--- src/rtl/core/thp_pkg.sv ---
// Shared types and constants of the tunnel header parser.
`timescale 1ns / 1ps
`default_nettype none
package thp_pkg;

  // Result status codes
  localparam logic [2:0] ST_OK    = 3'd0;
  localparam logic [2:0] ST_ETHER = 3'd1;
  localparam logic [2:0] ST_NOTIP = 3'd2;
  localparam logic [2:0] ST_UNSUP = 3'd3;
  localparam logic [2:0] ST_SHORT = 3'd4;
  localparam logic [2:0] ST_INNER = 3'd5;

  // Layer 4 kinds
  localparam logic [1:0] KIND_TCP  = 2'd0;
  localparam logic [1:0] KIND_UDP  = 2'd1;
  localparam logic [1:0] KIND_GRE  = 2'd2;
  localparam logic [1:0] KIND_ICMP = 2'd3;

  // Tunnel kinds
  localparam logic [1:0] TUN_NONE  = 2'd0;
  localparam logic [1:0] TUN_GRE   = 2'd1;
  localparam logic [1:0] TUN_VXLAN = 2'd2;
  localparam logic [1:0] TUN_GTPU  = 2'd3;

  // IP protocol numbers
  localparam logic [7:0] PROTO_ICMP = 8'd1;
  localparam logic [7:0] PROTO_TCP  = 8'd6;
  localparam logic [7:0] PROTO_UDP  = 8'd17;
  localparam logic [7:0] PROTO_GRE  = 8'd47;

  localparam logic [15:0] ETYPE_IPV4 = 16'h0800;

  // Configuration register indexes
  localparam logic CFG_VXLAN_PORT = 1'b0;
  localparam logic CFG_GTPU_PORT  = 1'b1;

  // Header being walked at the current byte
  typedef enum logic [3:0] {
    PH_ETH, PH_IP, PH_OPT, PH_TCP, PH_UDP, PH_GRE, PH_TUN, PH_GSKIP, PH_DONE, PH_FAIL
  } phase_t;

  // One result item; the last member sits in the lowest bits
  typedef struct packed {
    logic [15:0] inner_dst_port;
    logic [15:0] inner_src_port;
    logic [31:0] inner_dst_ip;
    logic [31:0] inner_src_ip;
    logic [31:0] tunnel_id;
    logic [1:0]  tunnel_kind;
    logic [3:0]  l4_kinds;
    logic [15:0] outer_dst_port;
    logic [15:0] outer_src_port;
    logic [31:0] outer_dst_ip;
    logic [31:0] outer_src_ip;
    logic [2:0]  parse_status;
  } result_t;

endpackage
`default_nettype wire

--- src/rtl/core/tunnel_header_parser.sv ---
// Top level of the Ethernet / IPv4 tunnel header parser.
//
//   Channel  Direction  Payload
//   in_      slave      tdata[7:0] data_byte, tlast last_byte
//   out_     master     tdata[232:0] one result item, zero filled to 240 bits
//   cfg_     write      addr 0 VXLAN UDP port, addr 1 GTP-U UDP port
//
// One byte is taken every cycle; each byte passes through the header walker,
// and a result is registered on the packet's last byte.
// The result appears in the cycle after that byte and waits in the output register.
// Input stalls only while a result is held and the output is not ready.
// Reset is synchronous and active low; it restores both port registers.
`timescale 1ns / 1ps
`default_nettype none
module tunnel_header_parser (
  input  wire          clk,
  input  wire          rst_n,
  input  wire          in_tvalid,
  output logic         in_tready,
  input  wire  [7:0]   in_tdata,   // data_byte
  input  wire          in_tlast,   // last_byte
  output logic         out_tvalid,
  input  wire          out_tready,
  // parse_status, outer_src_ip, outer_dst_ip, outer_src_port, outer_dst_port,
  // l4_kinds, tunnel_kind, tunnel_id, inner_src_ip, inner_dst_ip,
  // inner_src_port, inner_dst_port, then zero fill
  output logic [239:0] out_tdata,
  input  wire          cfg_we,
  input  wire          cfg_addr,
  input  wire  [15:0]  cfg_wdata
);

  logic [15:0]      vxlan_port_r, vxlan_port_nxt, gtpu_port_r, gtpu_port_nxt;
  logic             acc, room;
  thp_pkg::result_t res, res_q;

  // Configuration registers
  always_comb begin
    vxlan_port_nxt = vxlan_port_r;
    gtpu_port_nxt  = gtpu_port_r;
    if (cfg_we) begin
      case (cfg_addr)
        thp_pkg::CFG_VXLAN_PORT: vxlan_port_nxt = cfg_wdata;
        thp_pkg::CFG_GTPU_PORT:  gtpu_port_nxt  = cfg_wdata;
        default: ;
      endcase
    end
  end

  always_ff @(posedge clk) begin
    if (!rst_n) begin
      vxlan_port_r <= 16'd4789;
      gtpu_port_r  <= 16'd2152;
    end else begin
      vxlan_port_r <= vxlan_port_nxt;
      gtpu_port_r  <= gtpu_port_nxt;
    end
  end

  // Input handshake
  assign in_tready = room;
  assign acc       = in_tvalid && room;

  thp_parser u_parser (
    .clk        (clk),
    .rst_n      (rst_n),
    .acc        (acc),
    .data_byte  (in_tdata),
    .last_byte  (in_tlast),
    .vxlan_port (vxlan_port_r),
    .gtpu_port  (gtpu_port_r),
    .res        (res)
  );

  thp_out_reg u_out (
    .clk     (clk),
    .rst_n   (rst_n),
    .load    (acc && in_tlast),
    .res_in  (res),
    .room    (room),
    .valid   (out_tvalid),
    .ready   (out_tready),
    .res_out (res_q)
  );

  assign out_tdata = {7'd0, res_q};

  // A last byte always yields a result in the next cycle
  a_last_gives_result: assert property (@(posedge clk) disable iff (!rst_n)
    (acc && in_tlast) |=> out_tvalid)
    else $error("last byte produced no result item");

  // A failed parse carries no tunnel and no addresses
  a_fail_clean: assert property (@(posedge clk) disable iff (!rst_n)
    (out_tvalid && res_q.parse_status != thp_pkg::ST_OK) |->
      (res_q.tunnel_kind == thp_pkg::TUN_NONE && res_q.outer_src_ip == '0))
    else $error("failed parse result has non-zero fields");

  // Without a tunnel the inner fields stay clear
  a_no_tunnel_clean: assert property (@(posedge clk) disable iff (!rst_n)
    (out_tvalid && res_q.tunnel_kind == thp_pkg::TUN_NONE) |->
      (res_q.inner_src_ip == '0 && res_q.tunnel_id == '0 && res_q.l4_kinds[1:0] == 2'd0))
    else $error("inner fields set without tunnel");

endmodule
`default_nettype wire

--- src/rtl/core/thp_parser.sv ---
// Byte-at-a-time header walker that builds the result of each packet.
`timescale 1ns / 1ps
`default_nettype none
module thp_parser (
  input  wire                 clk,
  input  wire                 rst_n,
  input  wire                 acc,
  input  wire  [7:0]          data_byte,
  input  wire                 last_byte,
  input  wire  [15:0]         vxlan_port,
  input  wire  [15:0]         gtpu_port,
  output thp_pkg::result_t    res
);

  thp_pkg::phase_t phase_r, phase_nxt, phase_upd;
  logic [5:0]  idx_r, idx_nxt, idx_upd;
  logic [5:0]  lim_r, lim_nxt, lim_upd;
  logic        inner_r, inner_nxt, inner_upd;
  logic [1:0]  tun_r, tun_nxt, tun_upd;
  logic [7:0]  scr_r, scr_nxt, scr_upd;
  logic [7:0]  proto_r, proto_nxt, proto_upd;
  logic [2:0]  err_r, err_nxt, err_upd;
  logic [31:0] o_src_r, o_src_nxt, o_src_upd, o_dst_r, o_dst_nxt, o_dst_upd;
  logic [31:0] i_src_r, i_src_nxt, i_src_upd, i_dst_r, i_dst_nxt, i_dst_upd;
  logic [15:0] o_sp_r, o_sp_nxt, o_sp_upd, o_dp_r, o_dp_nxt, o_dp_upd;
  logic [15:0] i_sp_r, i_sp_nxt, i_sp_upd, i_dp_r, i_dp_nxt, i_dp_upd;
  logic [1:0]  o_kind_r, o_kind_nxt, o_kind_upd, i_kind_r, i_kind_nxt, i_kind_upd;
  logic [31:0] tid_r, tid_nxt, tid_upd;

  logic [31:0] cur_src, cur_dst, dst_full;
  logic [15:0] cur_sp, cur_dp;
  logic        src_w, dst_w, sp_w, dp_w, kind_w, do_disp, do_fail;
  logic [1:0]  kind_val;
  logic [2:0]  fail_code;
  logic [5:0]  tcp_len, gre_lim;
  logic [2:0]  st;
  logic        ok, tk_ok;

  // Fields of the layer now being parsed
  assign cur_src  = inner_r ? i_src_r : o_src_r;
  assign cur_dst  = inner_r ? i_dst_r : o_dst_r;
  assign cur_sp   = inner_r ? i_sp_r  : o_sp_r;
  assign cur_dp   = inner_r ? i_dp_r  : o_dp_r;
  assign dst_full = {cur_dst[23:0], data_byte};
  assign tcp_len  = {data_byte[7:4], 2'b00};
  assign gre_lim  = 6'd3 + (scr_r[5] ? 6'd4 : 6'd0) + (scr_r[4] ? 6'd4 : 6'd0);

  // Effect of one byte on the walk
  always_comb begin
    phase_upd = phase_r;  idx_upd = idx_r + 6'd1;  lim_upd = lim_r;
    inner_upd = inner_r;  tun_upd = tun_r;  scr_upd = scr_r;  proto_upd = proto_r;
    err_upd = err_r;  tid_upd = tid_r;
    src_w = 1'b0;  dst_w = 1'b0;  sp_w = 1'b0;  dp_w = 1'b0;  kind_w = 1'b0;
    kind_val = thp_pkg::KIND_TCP;  do_disp = 1'b0;  do_fail = 1'b0;
    fail_code = thp_pkg::ST_UNSUP;
    case (phase_r)
      thp_pkg::PH_ETH: begin
        if (idx_r == 6'd12) scr_upd = data_byte;
        if (idx_r == 6'd13) begin
          if ({scr_r, data_byte} != thp_pkg::ETYPE_IPV4) begin
            do_fail = 1'b1;  fail_code = thp_pkg::ST_ETHER;
          end else begin
            phase_upd = thp_pkg::PH_IP;  idx_upd = '0;
          end
        end
      end
      thp_pkg::PH_IP: begin
        if (idx_r == 6'd0) scr_upd = data_byte;
        if (idx_r == 6'd9) proto_upd = data_byte;
        if (idx_r >= 6'd12 && idx_r <= 6'd15) src_w = 1'b1;
        if (idx_r >= 6'd16 && idx_r <= 6'd19) dst_w = 1'b1;
        if (idx_r == 6'd19) begin
          if (scr_r[7:4] != 4'd4 || scr_r[3:0] < 4'd5 || cur_src == '0 || dst_full == '0)
          begin
            do_fail = 1'b1;  fail_code = thp_pkg::ST_NOTIP;
          end else if (scr_r[3:0] == 4'd5) begin
            do_disp = 1'b1;
          end else begin
            phase_upd = thp_pkg::PH_OPT;  idx_upd = '0;
            lim_upd = {scr_r[3:0], 2'b00} - 6'd21;
          end
        end
      end
      thp_pkg::PH_OPT: begin
        if (idx_r == lim_r) do_disp = 1'b1;
      end
      thp_pkg::PH_TCP: begin
        if (idx_r <= 6'd1) sp_w = 1'b1;
        if (idx_r == 6'd2 || idx_r == 6'd3) dp_w = 1'b1;
        if (idx_r == 6'd12) begin
          if (tcp_len <= 6'd13) phase_upd = thp_pkg::PH_DONE;
          else lim_upd = tcp_len - 6'd1;
        end else if (idx_r > 6'd12 && idx_r == lim_r) begin
          phase_upd = thp_pkg::PH_DONE;
        end
      end
      thp_pkg::PH_UDP: begin
        if (idx_r <= 6'd1) sp_w = 1'b1;
        if (idx_r == 6'd2 || idx_r == 6'd3) dp_w = 1'b1;
        if (idx_r == 6'd7) begin
          idx_upd = '0;
          if (!inner_r && cur_dp == vxlan_port) begin
            tun_upd = thp_pkg::TUN_VXLAN;  phase_upd = thp_pkg::PH_TUN;
          end else if (!inner_r && cur_dp == gtpu_port) begin
            tun_upd = thp_pkg::TUN_GTPU;  phase_upd = thp_pkg::PH_TUN;
          end else begin
            phase_upd = thp_pkg::PH_DONE;
          end
        end
      end
      thp_pkg::PH_GRE: begin
        if (idx_r == 6'd0) scr_upd = data_byte;
        if (idx_r >= 6'd4 && idx_r <= 6'd7 && scr_r[5]) tid_upd = {tid_r[23:0], data_byte};
        if (idx_r == 6'd3 && scr_r[7]) begin
          phase_upd = thp_pkg::PH_DONE;
        end else if (idx_r >= 6'd3 && idx_r == gre_lim) begin
          tun_upd = thp_pkg::TUN_GRE;  inner_upd = 1'b1;
          phase_upd = thp_pkg::PH_IP;  idx_upd = '0;
        end
      end
      thp_pkg::PH_TUN: begin
        if (idx_r == 6'd0) scr_upd = data_byte;
        if (idx_r >= 6'd4 && idx_r <= 6'd7) tid_upd = {tid_r[23:0], data_byte};
        if (idx_r == 6'd7) begin
          idx_upd = '0;
          if (tun_r == thp_pkg::TUN_VXLAN) begin
            if (scr_r[3]) begin
              inner_upd = 1'b1;  phase_upd = thp_pkg::PH_ETH;
            end else begin
              tun_upd = thp_pkg::TUN_NONE;  phase_upd = thp_pkg::PH_DONE;
            end
          end else begin
            inner_upd = 1'b1;
            phase_upd = (scr_r[2:0] != 3'd0) ? thp_pkg::PH_GSKIP : thp_pkg::PH_IP;
          end
        end
      end
      thp_pkg::PH_GSKIP: begin
        if (idx_r == 6'd3) begin
          phase_upd = thp_pkg::PH_IP;  idx_upd = '0;
        end
      end
      default: ;
    endcase

    // Choose the layer 4 header once the IPv4 header is complete
    if (do_disp) begin
      idx_upd = '0;
      case (proto_r)
        thp_pkg::PROTO_TCP: begin
          kind_w = 1'b1;  kind_val = thp_pkg::KIND_TCP;  phase_upd = thp_pkg::PH_TCP;
        end
        thp_pkg::PROTO_UDP: begin
          kind_w = 1'b1;  kind_val = thp_pkg::KIND_UDP;  phase_upd = thp_pkg::PH_UDP;
        end
        thp_pkg::PROTO_GRE: begin
          kind_w = 1'b1;  kind_val = thp_pkg::KIND_GRE;
          phase_upd = inner_r ? thp_pkg::PH_DONE : thp_pkg::PH_GRE;
        end
        thp_pkg::PROTO_ICMP: begin
          kind_w = 1'b1;  kind_val = thp_pkg::KIND_ICMP;  phase_upd = thp_pkg::PH_DONE;
        end
        default: begin
          do_fail = 1'b1;  fail_code = thp_pkg::ST_UNSUP;
        end
      endcase
    end

    // A failed inner layer reports ST_INNER instead of its own code
    if (do_fail) begin
      phase_upd = thp_pkg::PH_FAIL;
      err_upd   = inner_r ? thp_pkg::ST_INNER : fail_code;
    end
  end

  // Captured field updates, steered to the outer or inner set
  always_comb begin
    o_src_upd = o_src_r;  o_dst_upd = o_dst_r;  i_src_upd = i_src_r;  i_dst_upd = i_dst_r;
    o_sp_upd = o_sp_r;  o_dp_upd = o_dp_r;  i_sp_upd = i_sp_r;  i_dp_upd = i_dp_r;
    o_kind_upd = o_kind_r;  i_kind_upd = i_kind_r;
    if (inner_r) begin
      if (src_w)  i_src_upd  = {cur_src[23:0], data_byte};
      if (dst_w)  i_dst_upd  = dst_full;
      if (sp_w)   i_sp_upd   = {cur_sp[7:0], data_byte};
      if (dp_w)   i_dp_upd   = {cur_dp[7:0], data_byte};
      if (kind_w) i_kind_upd = kind_val;
    end else begin
      if (src_w)  o_src_upd  = {cur_src[23:0], data_byte};
      if (dst_w)  o_dst_upd  = dst_full;
      if (sp_w)   o_sp_upd   = {cur_sp[7:0], data_byte};
      if (dp_w)   o_dp_upd   = {cur_dp[7:0], data_byte};
      if (kind_w) o_kind_upd = kind_val;
    end
  end

  // Result of a packet that ends on this byte
  always_comb begin
    case (phase_upd)
      thp_pkg::PH_DONE: st = thp_pkg::ST_OK;
      thp_pkg::PH_FAIL: st = err_upd;
      default:          st = thp_pkg::ST_SHORT;
    endcase
    ok    = (st == thp_pkg::ST_OK);
    tk_ok = ok && (tun_upd != thp_pkg::TUN_NONE);
    res.parse_status   = st;
    res.outer_src_ip   = ok ? o_src_upd : '0;
    res.outer_dst_ip   = ok ? o_dst_upd : '0;
    res.outer_src_port = ok ? o_sp_upd : '0;
    res.outer_dst_port = ok ? o_dp_upd : '0;
    res.l4_kinds       = ok ? {o_kind_upd, (tk_ok ? i_kind_upd : 2'd0)} : 4'd0;
    res.tunnel_kind    = tk_ok ? tun_upd : thp_pkg::TUN_NONE;
    res.tunnel_id      = tk_ok ? tid_upd : '0;
    res.inner_src_ip   = tk_ok ? i_src_upd : '0;
    res.inner_dst_ip   = tk_ok ? i_dst_upd : '0;
    res.inner_src_port = tk_ok ? i_sp_upd : '0;
    res.inner_dst_port = tk_ok ? i_dp_upd : '0;
  end

  // Next state: hold when idle, restart after the last byte
  always_comb begin
    phase_nxt = phase_r;  idx_nxt = idx_r;  lim_nxt = lim_r;  inner_nxt = inner_r;
    tun_nxt = tun_r;  scr_nxt = scr_r;  proto_nxt = proto_r;  err_nxt = err_r;
    tid_nxt = tid_r;  o_src_nxt = o_src_r;  o_dst_nxt = o_dst_r;  i_src_nxt = i_src_r;
    i_dst_nxt = i_dst_r;  o_sp_nxt = o_sp_r;  o_dp_nxt = o_dp_r;  i_sp_nxt = i_sp_r;
    i_dp_nxt = i_dp_r;  o_kind_nxt = o_kind_r;  i_kind_nxt = i_kind_r;
    if (acc && last_byte) begin
      phase_nxt = thp_pkg::PH_ETH;  idx_nxt = '0;  lim_nxt = '0;  inner_nxt = 1'b0;
      tun_nxt = thp_pkg::TUN_NONE;  scr_nxt = '0;  proto_nxt = '0;  err_nxt = '0;
      tid_nxt = '0;  o_src_nxt = '0;  o_dst_nxt = '0;  i_src_nxt = '0;  i_dst_nxt = '0;
      o_sp_nxt = '0;  o_dp_nxt = '0;  i_sp_nxt = '0;  i_dp_nxt = '0;
      o_kind_nxt = '0;  i_kind_nxt = '0;
    end else if (acc) begin
      phase_nxt = phase_upd;  idx_nxt = idx_upd;  lim_nxt = lim_upd;  inner_nxt = inner_upd;
      tun_nxt = tun_upd;  scr_nxt = scr_upd;  proto_nxt = proto_upd;  err_nxt = err_upd;
      tid_nxt = tid_upd;  o_src_nxt = o_src_upd;  o_dst_nxt = o_dst_upd;
      i_src_nxt = i_src_upd;  i_dst_nxt = i_dst_upd;  o_sp_nxt = o_sp_upd;
      o_dp_nxt = o_dp_upd;  i_sp_nxt = i_sp_upd;  i_dp_nxt = i_dp_upd;
      o_kind_nxt = o_kind_upd;  i_kind_nxt = i_kind_upd;
    end
  end

  // State registers
  always_ff @(posedge clk) begin
    if (!rst_n) begin
      phase_r <= thp_pkg::PH_ETH;  idx_r <= '0;  lim_r <= '0;  inner_r <= 1'b0;
      tun_r <= thp_pkg::TUN_NONE;  scr_r <= '0;  proto_r <= '0;  err_r <= '0;
      tid_r <= '0;  o_src_r <= '0;  o_dst_r <= '0;  i_src_r <= '0;  i_dst_r <= '0;
      o_sp_r <= '0;  o_dp_r <= '0;  i_sp_r <= '0;  i_dp_r <= '0;
      o_kind_r <= '0;  i_kind_r <= '0;
    end else begin
      phase_r <= phase_nxt;  idx_r <= idx_nxt;  lim_r <= lim_nxt;  inner_r <= inner_nxt;
      tun_r <= tun_nxt;  scr_r <= scr_nxt;  proto_r <= proto_nxt;  err_r <= err_nxt;
      tid_r <= tid_nxt;  o_src_r <= o_src_nxt;  o_dst_r <= o_dst_nxt;
      i_src_r <= i_src_nxt;  i_dst_r <= i_dst_nxt;  o_sp_r <= o_sp_nxt;
      o_dp_r <= o_dp_nxt;  i_sp_r <= i_sp_nxt;  i_dp_r <= i_dp_nxt;
      o_kind_r <= o_kind_nxt;  i_kind_r <= i_kind_nxt;
    end
  end

endmodule
`default_nettype wire

--- src/rtl/core/thp_out_reg.sv ---
// Output register that holds a result item until it is taken.
`timescale 1ns / 1ps
`default_nettype none
module thp_out_reg (
  input  wire                 clk,
  input  wire                 rst_n,
  input  wire                 load,
  input  thp_pkg::result_t    res_in,
  output logic                room,
  output logic                valid,
  input  wire                 ready,
  output thp_pkg::result_t    res_out
);

  logic             valid_r, valid_nxt;
  thp_pkg::result_t data_r, data_nxt;

  // Room for a new item when empty or being emptied this cycle
  assign room = !valid_r || ready;

  always_comb begin
    valid_nxt = valid_r;
    data_nxt  = data_r;
    if (load) begin
      valid_nxt = 1'b1;
      data_nxt  = res_in;
    end else if (ready) begin
      valid_nxt = 1'b0;
    end
  end

  always_ff @(posedge clk) begin
    if (!rst_n) valid_r <= 1'b0;
    else        valid_r <= valid_nxt;
  end

  always_ff @(posedge clk) begin
    data_r <= data_nxt;
  end

  assign valid   = valid_r;
  assign res_out = data_r;

endmodule
`default_nettype wire
--- config.mk ---
export PLATFORM = sky130hd
export DESIGN_NAME = tunnel_header_parser
export DESIGN_NICKNAME = d
export VERILOG_FILES = /design/src/rtl/core/thp_pkg.sv /design/src/rtl/core/tunnel_header_parser.sv /design/src/rtl/core/thp_parser.sv /design/src/rtl/core/thp_out_reg.sv
export SDC_FILE = /design/constraint.sdc
export NUM_CORES = 1
export LEC_CHECK = 0
export ABC_AREA = 1
export BUFFER_PORTS_ARGS = -buffer_cell sky130_fd_sc_hd__buf_2
export CAP_MARGIN = 5
export CORE_MARGIN = 2
export CORE_UTILIZATION = 59
export DETAILED_ROUTE_END_ITERATION = 8
export PLACE_DENSITY = 0.92
export RECOVER_POWER = 100
export SYNTH_ARGS = -nofsm -noshare
export SYNTH_HDL_FRONTEND = slang
export SYNTH_SLANG_ARGS = --single-unit
--- constraint.sdc ---
create_clock -name clk -period 8.1 [get_ports clk]
set_clock_uncertainty 0.15 [all_clocks]
set_input_delay 0.81 -clock clk [delete_from_list [all_inputs] [get_ports clk]]
set_output_delay 0.81 -clock clk [all_outputs]
set_load 0.005 [all_outputs]
==> results of run 1 <==
==> metrics by stage <==
step	hold WS [ns]	instance area (sq um)
after global placement	0.311	26400
after floorplan	0.293	25100
final	0.273	28000
after global routing	0.270	28000
after detailed placement	0.320	26400
after CTS	0.247	28300
==> state kept, by name, summed over array words and instances (netlist names), 5 cells and up <==
name and cells:
u_out.res_out 233, u_parser.i_dst_r 32, u_parser.i_src_r 32, u_parser.o_dst_r 32, u_parser.o_src_r 32, u_parser.tid_r 32
gtpu_port_r 16, u_parser.i_dp_r 16, u_parser.i_sp_r 16, u_parser.o_dp_r 16, u_parser.o_sp_r 16, vxlan_port_r 16
u_parser.proto_r 8, u_parser.scr_r 8, u_parser.idx_r 6, u_parser.lim_r 5
==> worst reg2reg max path: cells and delay by family, from the launching register on <==
family,cells,cell delay (ns)
buffers and inverters,3,4.76
AND/OR/NAND/NOR,3,0.57
flip-flops,1,0.32
==> power by group <==
part | total [uW] | switching [uW] | internal [uW]
combinational | 647 | 448 | 200
sequential | 3040 | 99.4 | 2940
clock | 2610 | 1070 | 1540
total | 6300 | 1620 | 4680
==> layout by cell type (no fill, tap or decap), types with 24 or more instances in the layout <==
master / instances
a21oi_1: 140
buf_2: 144
clkbuf_1: 129
clkbuf_16: 53
dfxtp_1: 297
edfxtp_1: 233
inv_1: 459
mux2i_1: 33
nand2_1: 601
nand3_1: 89
nand3b_1: 24
nor2_1: 477
o211ai_1: 194
o21ai_0: 289
o22ai_1: 33
==> worst paths after layout <==
path / slack [ns] / cells past startpoint / to
worst max-delay path: 1.84 / 6 / u_out.res_out[143]
worst min-delay path: 0.27 / 3 / gtpu_port_r[11]
worst max register to register: 1.84 / 6 / u_out.res_out[143]
worst min register to register: 0.34 / 2 / gtpu_port_r[2]
==> area by class of cell <==
| cell class | instances | share of cell area, % |
|---|---|---|
| inverters | 473 | 6.37 |
| well taps | 539 | 2.40 |
| clock buffers | 63 | 4.93 |
| flip-flops and latches | 531 | 46.2 |
| multi-input cells | 1973 | 33.9 |
| clock inverters | 35 | 1.63 |
| repair buffers | 275 | 4.50 |
==> layer usage <==
layer | vias to the layer above | part of all wire [%]
met4 | 0 | 4.2
met1 | 10200 | 40
met5 | - | 0
li1 | 10600 | -
met3 | 174 | 8.0
met2 | 1111 | 48
==> kinds of logic (layout without fill, tap and decap cells) <==
| logic type | count (synthesis) | count (layout) | share of synthesized area [%] |
|---|---|---|---|
| simple gates | 1236 | 1236 | 19.8 |
| compound gates | 676 | 676 | 15.8 |
| buf+inv | 662 | 846 | 10.5 |
| flops | 531 | 531 | 51.7 |
| mux | 33 | 33 | 1.32 |
| xor+xnor | 11 | 11 | 0.384 |
| fa+ha+maj | 10 | 10 | 0.499 |
| other cells | 1 | 7 | 0.0149 |
==> metrics, run 1 <==
status=finished, violations left; violated checks=max-capacitance violations, max-slew violations; final hold viol count=0; # hold bufs at CTS=0; Worst path top cell family by delay=buffers and inverters; Slew @ Worst Pin=5.45 ns; Primary FF master, synth=dfxtp_1; final setup margin=1.84 ns; die span in x=210 um; launch point of the worst reg-to-reg path=u_out.valid; pins over their slew limit=486; Tmin final=6.26 ns; sequential-to-total area share from yosys stat=51.7%; Hold Crit Start=cfg_wdata[11]; met1 Use GR=40.0%; largest net degree at the start of global routing=256; YS warnings=0; Boundary Pins=273; GR peak layer=met2; initial antenna violation count=0; GRT met2 Usage=49.3%; Clock transition at path regs=0.06 ns; Util after Layout=66.9%; overall routing resource usage=30.0%; H-Tree Depth=2; drt drc=0; worst setup path category=reg -> reg; post-synthesis cell type count=42; crit-path cells=nand2_1, nand2_1, inv_8, nand2_1, inv_1, buf_12; Max FO, Critical Path=136; Post-Syn Instances=3160; Setup Viol. Count Final=0; Hold Crit Class=in -> reg; Seq. cell area=13000 sq um; Crit-path slowest cell=inv_1; NumNets Final=3347; Area growth syn-to-layout=11.8%; Critical Path RT=8.19 ns; Tcrit/Tclk final=77.3%; Core Rows=75; met3 usage=3.65%; synthesized flop and latch total=531; post-CTS setup buffers=0; maximum clock frequency=160 MHz; Post-synth EDFFs=233; area of the multi-input gates=9520 sq um; DP Wirelength=43.2 mm; worst vdd ir=176 uV; Slew headroom=-264%; I/O Buffers=265; Clock Sink Count=531; Fillers=3328; Die Y=210 um; Cells after DPL=3791; DR WL/cell=17.4 um; vias per cell=5.67; ys async rst share=0%; Iter 0 DRT Violations=2671; crit-path most repeated cell=nand2_1; Post-Syn Area=25100 sq um; setup slack at placement=3.06 ns; final wirelength=67.7 mm; startpoint types=register; vias in the first global route=19900; RSZ-0062 raised after global routing=false; cell taking the most area after synthesis=edfxtp_1; cell area power density=225 nW/um^2; Syn Area/Cell=7.94 sq um; first-pass GRT wire length=106 mm; Via Count=22100; die area=44200 sq um; worst-skew pair later-pin latency=0.63 ns; GP Congestion=0.952; Post-synth top cells=nand2_1 (600), nor2_1 (474), inv_1 (456); top post-synthesis cells by area=edfxtp_1 (28%), dfxtp_1 (24%), nand2_1 (9.0%), nor2_1 (7.1%), inv_1 (6.8%); CTS max path bufs=3; drt first pass iters=6; critical path capture point type=register; max-capacitance violation count=9; Leak=0.0128 uW; share of layout cells above drive strength 1=7.64%; CTS tree=yes; diodes inserted=0; CP Buf/Inv Count=3; WP data arrival=6.35 ns; largest stage delay on the critical path=3.85 ns; post-cts sizing count=0; root buf cell=clkbuf_16; CTS Buf Count=52; Final ANT Viol Nets=0; Synth top area share=27.9%; Initial Util=59.8%; Final TNS setup=0 ns; Tot Pwr=6300 uW; top-count cell post-synth=nand2_1; global route overflow=0; fin cells=3889; Core Area=41900 sq um; Critical Path Source=u_out.valid
(Power assumes the default switching activity.)
==> run 2: changes to the inputs <==
- ABC_AREA: 1 -> 0
- CORE_UTILIZATION: 59 -> 53
- PLACE_DENSITY: 0.92 -> 0.88
- clock period: 8.1 -> 5.1 ns (I/O delays scaled with it)
==> run 2 against run 1 <==
Against the previous run: global-route usage is 1.9 points lower; combinational power decreased by 38%; first-iteration DRC count shrank 24%; final cell count decreased by 14%; the run still ends with max-capacitance violations, max-slew violations left.
==> metrics, run 2 <==
status=finished, violations left; violated checks=max-capacitance violations, max-slew violations; RR Endpoint=u_parser.err_r[0]; largest net degree at the start of global routing=113 (-56%); Leak=0.00863 uW (-32%); largest stage delay on the critical path=1.20 ns (-2.65 ns); overall routing resource usage=28.1% (-1.9 points); # hold bufs at CTS=9 (+9); max-capacitance violation count=1 (-8); Critical Path RT=5.33 ns (-2.86 ns); Fillers=3490 (+4.9%); Worst R2R Setup Slack=0.41 ns (-1.42 ns); worst setup path category=reg -> reg; Boundary Pins=273 (unchanged); crit-path cells=nand2b_1, and2_0, clkbuf_1, nand2_1, nand2_2, buf_2, a221oi_1; worst-skew pair later-pin latency=0.60 ns (-0.03 ns); Die Y=213 um (+1.1%); post-cts sizing count=0 (unchanged); critical path capture point type=register; launch point of the worst reg-to-reg path=u_out.valid; CP Buf/Inv Count=2 (-1); pins over their slew limit=27 (-94%); max reg flops=233 (unchanged); worst vdd ir=213 uV (+21%); commonest non-fill, non-tap cell in the layout=nand2_1; final hold viol count=0 (unchanged); cell taking the most area after synthesis=edfxtp_1; Post-Syn Area=23100 sq um (-8.1%); fin cells=3350 (-14%); top-count cell post-synth=nand2_1; Initial Util=53.6% (-6.2 points); synthesized flop and latch total=531 (unchanged); sequential-to-total area share from yosys stat=56.2% (+4.6 points); Iter 0 DRT Violations=2039 (-24%); FF-to-FF path depth=7 (+1); YS warnings=0 (unchanged); global route overflow=0 (unchanged); drt first pass iters=6 (unchanged); Post-synth top cells=nand2_1 (788), a21oi_1 (367), dfxtp_1 (298); vias per cell=5.83 (+2.8%); final wirelength=65.0 mm (-4.1%); Core Area=43000 sq um (+2.5%); Post-Syn Instances=2536 (-20%); drt drc=0 (unchanged); die span in x=213 um (+1.1%); ys async rst share=0% (unchanged); Max FO, Critical Path=58 (-57%); diodes inserted=0 (unchanged); initial antenna violation count=0 (unchanged); post-CTS setup buffers=0 (unchanged); Min-Delay Path Depth=3 (unchanged); Final ANT Viol Nets=0 (unchanged); Synth top area share=30.3% (+2.5 points); Via Count=19500 (-11%); Hold Crit Class=in -> reg; Crit-path slowest cell=clkbuf_1; Setup Viol. Count Final=0 (unchanged); CTS max path bufs=3 (unchanged); WP data arrival=4.91 ns (-1.44 ns); root buf cell=clkbuf_16; Critical Path Source=u_out.valid; most frequent cells in the layout=nand2_1 (786), a21oi_1 (367), dfxtp_1 (297); crit path to=u_parser.err_r[0]; Syn Area/Cell=9.09 sq um (+15%); Clock Sink Count=531 (unchanged); Core Rows=76 (+1.3%); startpoint types=register; first-pass GRT wire length=99.8 mm (-5.6%); CTS Buf Count=51 (-1.9%); vias in the first global route=18200 (-8.7%); Worst path depth=7 (+1); setup slack at placement=0.870 ns (-2.19 ns); Primary FF master, synth=dfxtp_1; I/O Buffers=265 (unchanged); Slew headroom=-11.3% (+250 points); Clock transition at path regs=0.06 ns (about the same); NumNets Final=2764 (-17%); Worst path top cell family by delay=buffers and inverters; Post-synth EDFFs=233 (unchanged); H-Tree Depth=2 (unchanged); top post-synthesis cells by area=edfxtp_1 (30%), dfxtp_1 (26%), nand2_1 (13%), a21oi_1 (8.0%), mux2i_1 (6.1%); Tcrit/Tclk final=91.9% (+15 points); Slew @ Worst Pin=1.67 ns (-3.79 ns); GP Congestion=0.913 (-4.1%); die area=45200 sq um (+2.3%); cell area power density=345 nW/um^2 (+53%); Cells after DPL=3246 (-14%); CTS tree=yes; post-synthesis cell type count=71 (+69%); share of layout cells above drive strength 1=8.86% (+1.2 points); maximum clock frequency=213 MHz (+34%); final setup margin=0.415 ns (-1.42 ns); Area growth syn-to-layout=14.3%; Final TNS setup=0 ns (unchanged); Tmin final=4.69 ns (-1.58 ns); RSZ-0062 raised after global routing=false; DP Wirelength=41.9 mm (-2.9%); DR WL/cell=19.4 um (+11%)
## run 2: cell count changes after synthesis, sizes merged, moves of 29 or more
| cell | before | now |
|---|---|---|
| clkbuf | 115 | 150 |
| a21oi | 141 | 367 |
| buf | 74 | 34 |
| xnor2 | 4 | 37 |
| mux2i | 33 | 141 |
| nor4 | 3 | 32 |
| nand2 | 602 | 788 |
| nand3 | 92 | 43 |
| o211ai | 194 | 3 |
| o22ai | 33 | 3 |
| o21ai | 290 | 15 |
| inv | 467 | 14 |
| nor2 | 483 | 193 |
## run 2: how the worst min path moves through the flow
stage,startpoint,end,slack [ns]
global placement,u_parser.tid_r[30],u_parser.tid_r[30],0.29
detailed placement,u_parser.tid_r[30],u_parser.tid_r[30],0.29
CTS,cfg_wdata[10],gtpu_port_r[10],0.006
floorplan,u_parser.tid_r[24],u_parser.tid_r[24],0.28
global route,cfg_wdata[1],vxlan_port_r[1],0.03
finish,cfg_wdata[10],gtpu_port_r[10],0.03
## run 2: power by group
part / total (uW) / switching, uW / internal [uW]
combinational: 400 / 288 / 112
clock: 4110 / 1640 / 2470
sequential: 4570 / 54.9 / 4520
## run 2: routing by layer
metal | vias up | global-route usage [%] | routed length, um
li1 | 8978 | - | -
met1 | 9311 | 37.4 | 25900
met2 | 1065 | 45.8 | 30600
met3 | 183 | 3.69 | 5460
met4 | 0 | 13.0 | 2920
met5 | - | 0 | 0
## run 2: logic make-up (layout without fill, tap and decap cells)
family | after synthesis | count (layout) | share of synthesized area [%]
AND/OR/NAND/NOR | 1158 | 1158 | 20.8
flip-flops | 531 | 531 | 56.2
AO/OA/AOI/OAI | 453 | 453 | 10.8
buffers and inverters | 198 | 421 | 3.76
multiplexers | 141 | 141 | 6.12
XOR/XNOR | 44 | 44 | 1.67
adder cells (fa/ha/maj) | 10 | 10 | 0.543
other | 1 | 7 | 0.0163
## run 2: final cells by class
type | instances | area [sq um] | share of cell area, %
Clock buffer | 75 | 1520 | 5.78
Clock inverter | 20 | 299 | 1.13
Inverter | 14 | 56.3 | 0.214
Multi-Input combinational cell | 1813 | 9290 | 35.2
Sequential cell | 531 | 13000 | 49.2
Tap cell | 585 | 732 | 2.78
Timing Repair Buffer | 312 | 1500 | 5.69
## run 2: stage by stage
stage	area, sq um	util (%)	total power [uW]	hold WS [ns]
floorplan	23100	-	4890	0.281
global placement	24700	57.5	5060	0.287
detailed placement	24700	57.5	5070	0.293
CTS	26600	61.9	9120	0.00568
global route	26400	61.3	9300	0.0281
finish	26400	61.3	9080	0.0254
## run 2: worst reg2reg max path: cells and delay by family, from the launching register on
family	cells	cell delay [ns]
buffers and inverters	2	2.21
and+or+nand+nor	4	1.69
DFF	1	0.31
AOI/OAI and AO/OA	1	0.12
